[src/design/rtca_pkg.sv]
// ----------------------------------------------------------------------------
// rtca_pkg
// Shared widths, codes and types for the retransmit tracker.
// ----------------------------------------------------------------------------
package rtca_pkg;

   localparam int DEPTH_DEFAULT = 16;

   localparam int ACTION_W = 2;
   localparam int ID_W     = 32;
   localparam int TIME_W   = 32;
   localparam int KIND_W   = 3;
   localparam int RTT_W    = 24;

   // timeout = floor(12 * rtt / 5); 12 * rtt fits in 28 bits
   localparam int SCALED_W    = RTT_W + 4;
   localparam int RECIP_W     = 32;
   localparam logic [RECIP_W-1:0] RECIP = 32'hCCCC_CCCD;
   localparam int RECIP_SHIFT = 34;
   localparam int PROD_W      = SCALED_W + RECIP_W;
   localparam int TIMEOUT_W   = PROD_W - RECIP_SHIFT;

   localparam logic [ACTION_W-1:0] ACT_SEND    = 2'd0;
   localparam logic [ACTION_W-1:0] ACT_CONFIRM = 2'd1;
   localparam logic [ACTION_W-1:0] ACT_TICK    = 2'd2;

   localparam logic [KIND_W-1:0] KIND_TRANSMIT   = 3'd0;
   localparam logic [KIND_W-1:0] KIND_RELEASE    = 3'd1;
   localparam logic [KIND_W-1:0] KIND_RETRANSMIT = 3'd2;
   localparam logic [KIND_W-1:0] KIND_UNTRACKED  = 3'd3;
   localparam logic [KIND_W-1:0] KIND_DONE       = 3'd4;

   typedef struct packed {
      logic              valid;
      logic [KIND_W-1:0] kind;
      logic [ID_W-1:0]   id;
      logic              last;
   } emit_type;

   typedef enum logic [2:0] {
      ST_IDLE = 3'b001,
      ST_SCAN = 3'b010,
      ST_DONE = 3'b100
   } state_type;

endpackage

[src/design/rtca_if.sv]
// ----------------------------------------------------------------------------
// rtca_if
// Request and response channel interfaces, valid/ready handshake.
// ----------------------------------------------------------------------------
interface rtca_req_if import rtca_pkg::*; ();
   logic                valid;
   logic                ready;
   logic [ACTION_W-1:0] action;
   logic [ID_W-1:0]     pack_id;
   logic [TIME_W-1:0]   now;

   modport source (output valid, action, pack_id, now, input ready);
   modport sink   (input valid, action, pack_id, now, output ready);
endinterface


[src/design/rtca_ram.sv]
// ----------------------------------------------------------------------------
// rtca_ram
// Generic simple dual-port RAM, one write port, one registered read port.
// ----------------------------------------------------------------------------
module rtca_ram #(
   parameter int WIDTH = 32,
   parameter int DEPTH = 16,
   localparam int AW   = (DEPTH > 1) ? $clog2(DEPTH) : 1
) (
   input  logic             clock,
   input  logic             wr_en,
   input  logic [AW-1:0]    wr_addr,
   input  logic [WIDTH-1:0] wr_data,
   input  logic             rd_en,
   input  logic [AW-1:0]    rd_addr,
   output logic [WIDTH-1:0] rd_data
);

   logic [WIDTH-1:0] mem_ff [DEPTH];
   logic [WIDTH-1:0] rd_data_ff;

   always_ff @(posedge clock) begin
      if (wr_en) begin
         mem_ff[wr_addr] <= wr_data;
      end
      // read data holds while rd_en is low
      if (rd_en) begin
         rd_data_ff <= mem_ff[rd_addr];
      end
   end

   assign rd_data = rd_data_ff;

endmodule

[src/design/rtca_engine.sv]
// ----------------------------------------------------------------------------
// rtca_engine
// Table control: appends on send, scans the id/time RAMs on confirm and tick
// with a one-entry read-ahead, compacts on confirm, restamps on tick.
// ----------------------------------------------------------------------------
module rtca_engine import rtca_pkg::*; #(
   parameter int TABLE_DEPTH = DEPTH_DEFAULT
) (
   input  logic                 clock,
   input  logic                 reset,
   rtca_req_if.sink             req_bus,
   input  logic [TIMEOUT_W-1:0] timeout,
   input  logic                 out_free,
   output emit_type             emit
);

   localparam int CW = $clog2(TABLE_DEPTH + 1);
   localparam int AW = (TABLE_DEPTH > 1) ? $clog2(TABLE_DEPTH) : 1;

   state_type           state_ff, state_in;
   logic [CW-1:0]       count_ff, count_in;
   logic [CW-1:0]       rd_idx_ff, rd_idx_in;
   logic [CW-1:0]       keep_ff, keep_in;
   logic [AW-1:0]       pidx_ff, pidx_in;
   logic                pv_ff, pv_in;
   logic [ACTION_W-1:0] act_ff, act_in;
   logic [ID_W-1:0]     id_ff, id_in;
   logic [TIME_W-1:0]   now_ff, now_in;

   logic              id_we, time_we, rd_en, issue;
   logic [AW-1:0]     id_waddr, time_waddr;
   logic [ID_W-1:0]   id_wdata, id_rd;
   logic [TIME_W-1:0] time_wdata, time_rd, age;

   assign req_bus.ready = (state_ff == ST_IDLE) && out_free;
   assign age = now_ff - time_rd;

   always_comb begin
      state_in   = state_ff;
      count_in   = count_ff;
      rd_idx_in  = rd_idx_ff;
      keep_in    = keep_ff;
      pidx_in    = pidx_ff;
      pv_in      = pv_ff;
      act_in     = act_ff;
      id_in      = id_ff;
      now_in     = now_ff;
      id_we      = 1'b0;
      time_we    = 1'b0;
      id_waddr   = keep_ff[AW-1:0];
      time_waddr = keep_ff[AW-1:0];
      id_wdata   = id_rd;
      time_wdata = time_rd;
      rd_en      = 1'b0;
      issue      = 1'b0;
      emit       = '0;

      unique case (state_ff)
         ST_IDLE: begin
            if (req_bus.valid && req_bus.ready) begin
               act_in    = req_bus.action;
               id_in     = req_bus.pack_id;
               now_in    = req_bus.now;
               rd_idx_in = '0;
               keep_in   = '0;
               pv_in     = 1'b0;
               state_in  = ST_DONE;
               unique case (req_bus.action) inside
                  ACT_SEND: begin
                     emit.valid = 1'b1;
                     emit.id    = req_bus.pack_id;
                     if (count_ff < CW'(TABLE_DEPTH)) begin
                        id_we      = 1'b1;
                        time_we    = 1'b1;
                        id_waddr   = count_ff[AW-1:0];
                        time_waddr = count_ff[AW-1:0];
                        id_wdata   = req_bus.pack_id;
                        time_wdata = req_bus.now;
                        count_in   = count_ff + 1'b1;
                        emit.kind  = KIND_TRANSMIT;
                     end else begin
                        emit.kind  = KIND_UNTRACKED;
                     end
                  end
                  ACT_CONFIRM, ACT_TICK: begin
                     if (count_ff != '0) begin
                        state_in = ST_SCAN;
                     end
                  end
                  default: ;
               endcase
            end
         end
         ST_SCAN: begin
            // whole scan stalls while the response slot is occupied
            if (out_free) begin
               issue     = (rd_idx_ff != count_ff);
               rd_en     = issue;
               pv_in     = issue;
               pidx_in   = rd_idx_ff[AW-1:0];
               if (issue) begin
                  rd_idx_in = rd_idx_ff + 1'b1;
               end
               if (pv_ff) begin
                  if (act_ff == ACT_CONFIRM) begin
                     if (id_ff >= id_rd) begin
                        emit.valid = 1'b1;
                        emit.kind  = KIND_RELEASE;
                        emit.id    = id_rd;
                     end else begin
                        // survivor moves down to the compaction slot
                        id_we   = 1'b1;
                        time_we = 1'b1;
                        keep_in = keep_ff + 1'b1;
                     end
                  end else begin
                     if (age >= TIME_W'(timeout)) begin
                        emit.valid = 1'b1;
                        emit.kind  = KIND_RETRANSMIT;
                        emit.id    = id_rd;
                        time_we    = 1'b1;
                        time_waddr = pidx_ff;
                        time_wdata = now_ff;
                     end
                  end
                  if (!issue) begin
                     state_in = ST_DONE;
                     if (act_ff == ACT_CONFIRM) begin
                        count_in = keep_in;
                     end
                  end
               end
            end
         end
         ST_DONE: begin
            if (out_free) begin
               emit.valid = 1'b1;
               emit.kind  = KIND_DONE;
               emit.id    = '0;
               emit.last  = 1'b1;
               state_in   = ST_IDLE;
            end
         end
         default: state_in = ST_IDLE;
      endcase
   end

   always_ff @(posedge clock) begin
      if (reset) begin
         state_ff  <= ST_IDLE;
         count_ff  <= '0;
         rd_idx_ff <= '0;
         keep_ff   <= '0;
         pv_ff     <= 1'b0;
      end else begin
         state_ff  <= state_in;
         count_ff  <= count_in;
         rd_idx_ff <= rd_idx_in;
         keep_ff   <= keep_in;
         pv_ff     <= pv_in;
      end
   end

   always_ff @(posedge clock) begin
      pidx_ff <= pidx_in;
      act_ff  <= act_in;
      id_ff   <= id_in;
      now_ff  <= now_in;
   end

   rtca_ram #(
      .WIDTH (ID_W),
      .DEPTH (TABLE_DEPTH)
   ) u_id_ram (
      .clock   (clock),
      .wr_en   (id_we),
      .wr_addr (id_waddr),
      .wr_data (id_wdata),
      .rd_en   (rd_en),
      .rd_addr (rd_idx_ff[AW-1:0]),
      .rd_data (id_rd)
   );

   rtca_ram #(
      .WIDTH (TIME_W),
      .DEPTH (TABLE_DEPTH)
   ) u_time_ram (
      .clock   (clock),
      .wr_en   (time_we),
      .wr_addr (time_waddr),
      .wr_data (time_wdata),
      .rd_en   (rd_en),
      .rd_addr (rd_idx_ff[AW-1:0]),
      .rd_data (time_rd)
   );

endmodule

[src/flat_wrapper.sv]
// flat-port wrapper written by rule: the top's interface ports become plain ports
module rtca_engine_flat import rtca_pkg::*;
#(
   parameter int TABLE_DEPTH = DEPTH_DEFAULT
)
  (clock, reset, timeout, out_free, emit, req_bus_valid, req_bus_action, req_bus_pack_id, req_bus_now, req_bus_ready);
  rtca_req_if req_bus_i ();
  input  logic clock;
  input  logic reset;
  input  logic [TIMEOUT_W-1:0] timeout;
  input  logic out_free;
  output emit_type emit;
  input wire logic [$bits(req_bus_i.valid)-1:0] req_bus_valid;
  input wire logic [$bits(req_bus_i.action)-1:0] req_bus_action;
  input wire logic [$bits(req_bus_i.pack_id)-1:0] req_bus_pack_id;
  input wire logic [$bits(req_bus_i.now)-1:0] req_bus_now;
  output wire logic [$bits(req_bus_i.ready)-1:0] req_bus_ready;
  assign req_bus_i.valid = req_bus_valid;
  assign req_bus_i.action = req_bus_action;
  assign req_bus_i.pack_id = req_bus_pack_id;
  assign req_bus_i.now = req_bus_now;
  assign req_bus_ready = req_bus_i.ready;
  rtca_engine #(.TABLE_DEPTH(TABLE_DEPTH)) u_core (.clock(clock), .reset(reset), .req_bus(req_bus_i), .timeout(timeout), .out_free(out_free), .emit(emit));
endmodule
[config.mk]
export PLATFORM = sky130hd
export DESIGN_NAME = rtca_engine_flat
export DESIGN_NICKNAME = d
export VERILOG_FILES = /design/src/design/rtca_pkg.sv /design/src/design/rtca_if.sv /design/src/design/rtca_ram.sv /design/src/design/rtca_engine.sv /design/src/flat_wrapper.sv
export SDC_FILE = /design/constraint.sdc
export NUM_CORES = 1
export LEC_CHECK = 0
export BUFFER_PORTS_ARGS = -buffer_cell sky130_fd_sc_hd__buf_2
export CELL_PAD_IN_SITES_DETAIL_PLACEMENT = 0
export CELL_PAD_IN_SITES_GLOBAL_PLACEMENT = 1
export CORE_UTILIZATION = 59
export CTS_BUF_LIST = sky130_fd_sc_hd__clkbuf_16
export DETAILED_ROUTE_END_ITERATION = 12
export PLACE_DENSITY = 0.88
export SYNTH_ARGS = -nofsm -noshare
export SYNTH_HDL_FRONTEND = slang
export SYNTH_SLANG_ARGS = --single-unit
[constraint.sdc]
create_clock -name clock -period 19.8 [get_ports clock]
set_input_delay 1.98 -clock clock [delete_from_list [all_inputs] [get_ports clock]]
set_output_delay 1.98 -clock clock [all_outputs]
set_load 0.05 [all_outputs]
==> PnR_summary.wiki <==
{| class="wikitable"
! Metric !! Value
|-
| Result of the run || finished clean
|-
| Most used flip-flop cell after synthesis || edfxtp_1
|-
| Wire length of the first global-routing pass || 178 mm
|-
| Syn Std Cell Area || 48600 um^2
|-
| Power share of the clock group || 0.426
|-
| Max VDD drop || 0.0000841 V
|-
| Port buffer count || 133
|-
| Class of the most critical hold timing path || reg2reg
|-
| CTS tree || done
|-
| Remaining global-route overflow || 0
|-
| Number of hold violations in the final report || 0
|-
| Share of layout cells above drive strength 1 || 0.268
|-
| Flops & latches, synth || 1177
|-
| Die height || 289 um
|-
| Die area || 83600 um^2
|-
| Top cell type by total area after synthesis || edfxtp_1
|-
| Crit path arrival time || 7.16 ns
|-
| Register area share after synthesis || 0.723
|-
| Average routed wire per standard cell || 31.8 um
|-
| Clock H-tree levels || 3
|-
| Number of placed instances, taps included || 3637
|-
| Top achievable clock speed || 109 MHz
|-
| Post-detailed-route DRC marker count || 0
|-
| Most area-consuming cells after synthesis || edfxtp_1 (71%), mux4_2 (15%), ha_1 (2.4%)
|-
| Leakage || 0.0177 uW
|-
| Final setup slack of the worst path || 10.66 ns
|-
| Largest net degree at the start of global routing || 150
|-
| Int Power || 3940 uW
|-
| GRT Overall Usage || 0.297
|-
| Area added between synthesis and finish || 12.2%
|-
| Critical Path Start Type || flop
|-
| Highest cell delay on the worst timing path || 0.96 ns
|-
| Vias in the first global route || 26700
|-
| Max Clock Skew || 0.0670 ns
|-
| Portion of synthesized cell area occupied by the leading cell type || 0.715
|-
| Number of instances resized during post-cts repair || 0
|-
| Fraction of power consumed by combinational cells || 0.025
|-
| Filler instances || 4908
|-
| Net total in the final layout || 2881
|-
| Net switching power || 1040 uW
|-
| Clock Sink Count || 1177
|-
| Unrepaired setup endpoints after global routing || no
|-
| Series of cell instances along the critical path || inv_1 > ha_1 > inv_1 > fa_1 > a21o_1 > a221oi_4 > nor2b_1 > o21ai_0 > o21ai_0 > nor2b_1 > a311o_1 > xor2_1 > ha_1 > nand4_1 > or4_1 > a31oi_1 > a2111oi_0 > and4b_1 > and2_1 > o21ai_4 > a22o_1 > buf_2
|-
| PD cells || 91.1 nW/um^2
|-
| Number of max-slew violations in the final report || 0
|-
| Average instance area after synthesis || 19.5 um^2
|-
| Number of different library cells in the post-synthesis netlist || 71
|-
| Number of post-CTS setup repair buffers || 0
|-
| Most frequent cells in the layout || edfxtp_1 (1158), mux4_2 (320), buf_2 (133), inv_1 (128), clkbuf_16 (111)
|-
| Total Negative Setup Slacks || 0 ns
|-
| Share of the clock period used by the worst path after layout || 0.461
|-
| Number of maximum-capacitance constraint violations || 0
|-
| Count of flip-flops with a built-in enable after synthesis || 1158
|-
| Non-filler cells, final || 3834
|-
| Post-placement worst setup slack || 11.44 ns
|-
| Via density || 6.89
|-
| Total placed instance area || 51000 um^2
|-
| Detailed placer's ending HPWL || 62.8 mm
|-
| Clock root cell || clkbuf_16
|-
| Placeable core region || 81100 um^2
|-
| Share of power burned in registers || 0.549
|-
| Commonest non-fill, non-tap cell in the layout || edfxtp_1
|-
| Buffers plus inverters on the worst setup path || 3
|-
| Master of the slowest instance on the critical path || o21ai_4
|-
| Clock transition at path regs || 0.06 ns
|-
| Cell count after synthesis || 2496
|-
| Crit path required time || 17.82 ns
|-
| Cell area after layout || 54600 um^2
|-
| Cell Rows || 104
|-
| Antenna violations before repair || 0
|-
| Number of nets still failing antenna checks after routing || 0
|-
| Clock period minus worst slack || 9.14 ns
|-
| Final setup vio count || 0
|-
| Total CTS buffers || 111
|-
| Starting density of the core || 0.600
|-
| Total routed wirelength || 122 mm
|-
| Max-Slew Margin vs Limit || 0.150
|-
| Fraction of registers with async set or reset after synthesis || 0
|-
| Clock latency of the later-clocked register in the worst-skew pair || 0.71 ns
|-
| Slew of the pin with the lowest slew margin || 1.28 ns
|-
| Count of vias placed by the detailed router || 26400
|-
| Maximum net fanout on the critical path || 33
|-
| Worst-case hold slack || 0.517 ns
|-
| Critical path endpoint category || primary output
|-
| TritonRoute pass-1 iters || 8
|-
| Family with the most delay on the worst path || compound AO/OA/AOI/OAI gates
|-
| Number of violations reported at the end of detailed-routing iteration 0 || 3219
|-
| I/O Pins || 134
|-
| Buffer levels on the longest clock path || 3
|-
| Hold buffer count at CTS || 0
|-
| Classification of the worst setup path || reg2out
|-
| Synth Net Count || 2687
|-
| Count of warnings emitted by yosys || 0
|-
| RePlAce Congestion || 0.904
|-
| Floorplan die width || 289 um
|-
| Share of total power consumed by net switching || 0.208
|}
worst paths after layout:
check	cells past startpoint	startpoint	slack (ns)	to
worst min-delay path	2	u_core.keep_ff[4]	0.52	u_core.keep_ff[4]
worst max-delay path	22	u_core.now_ff[0]	10.66	emit[22]
worst min register to register	2	u_core.keep_ff[4]	0.52	u_core.keep_ff[4]
worst max register to register	20	u_core.now_ff[1]	12.85	u_core.u_time_ram.mem_ff[13][11]
layout make-up:
cell class | count | area (um^2) | area share
timing repair buffer | 202 | 1200 | 0.0219
tap | 1060 | 1330 | 0.0243
multi-input combinational | 1082 | 12800 | 0.235
inverter | 116 | 437 | 0.00800
antenna | 2 | 5.00 | 0.0000917
clock inverter | 84 | 833 | 0.0153
clock buffer | 111 | 2780 | 0.0509
sequential | 1177 | 35200 | 0.644
power groups by stage:
stage | clock [uW] | combinational [uW] | sequential, uW
6_report | 2120 | 124 | 2730
5_1_grt | 2220 | 133 | 2730
4_1_cts | 2140 | 121 | 2730
3_5_place_dp | 0 | 119 | 2780
3_3_place_gp | 0 | 114 | 2780
2_1_floorplan | 0 | 73.4 | 2780
metal layers:
layer / global-route usage / part of all wire / vias up
li1: - / - / 10700
met1: 0.395 / 0.36 / 13700
met2: 0.503 / 0.51 / 1769
met3: 0.0546 / 0.093 / 280
met4: 0.0941 / 0.032 / 0
met5: 0 / 0 / -
registers in the layout, indices dropped and copies added (netlist names):
register and flops:
u_core.id_ff 32, u_core.count_ff 5, u_core.pv_ff 1, u_core.state_ff 3
u_core.keep_ff 5, u_core.u_time_ram.rd_data 32, u_core.rd_idx_ff 5, u_core.pidx_ff 4
u_core.u_id_ram.rd_data 32, u_core.u_time_ram.mem_ff 512, u_core.now_ff 32, u_core.act_ff 2
u_core.u_id_ram.mem_ff 512
worst min-delay path: stages (launching register included):
cell and delay [ns]:
dfxtp_1 0.34, nand2_1 0.06, a31oi_1 0.06
synth_stat cells, drive strengths merged (4+ instances only):
cell type	count
edfxtp	1158
mux4	320
inv	116
ha	94
nand2	89
clkbuf	81
o21ai	71
a21oi	64
a22o	64
nor2	61
a21o	52
buf	40
nor3	25
xnor2	23
nor4	21
dfxtp	19
nand3	19
nand4	17
xor2	16
a31oi	14
and2	8
o211ai	8
o21a	8
o21bai	8
or3	8
nor2b	7
a211oi	6
and3	6
nand2b	6
and4	5
a2111oi	4
a221oi	4
a311o	4
mux2i	4
cells by family after synthesis:
family | count (synthesis) | synth area share
buffers and inverters | 237 | 0.0187
AND/OR/NAND/NOR | 281 | 0.0284
multiplexers | 325 | 0.149
XOR/XNOR | 39 | 0.00702
adder cells (fa/ha/maj) | 95 | 0.0246
flip-flops | 1177 | 0.723
AO/OA/AOI/OAI | 342 | 0.0493
per-stage QoR:
stage | power [uW] | util
3_3_place_gp | 2900 | 0.629
2_1_floorplan | 2860 | -
6_report | 4970 | 0.673
5_1_grt | 5080 | 0.673
3_5_place_dp | 2900 | 0.629
4_1_cts | 4990 | 0.673
Power figures use the tool's default switching activity.
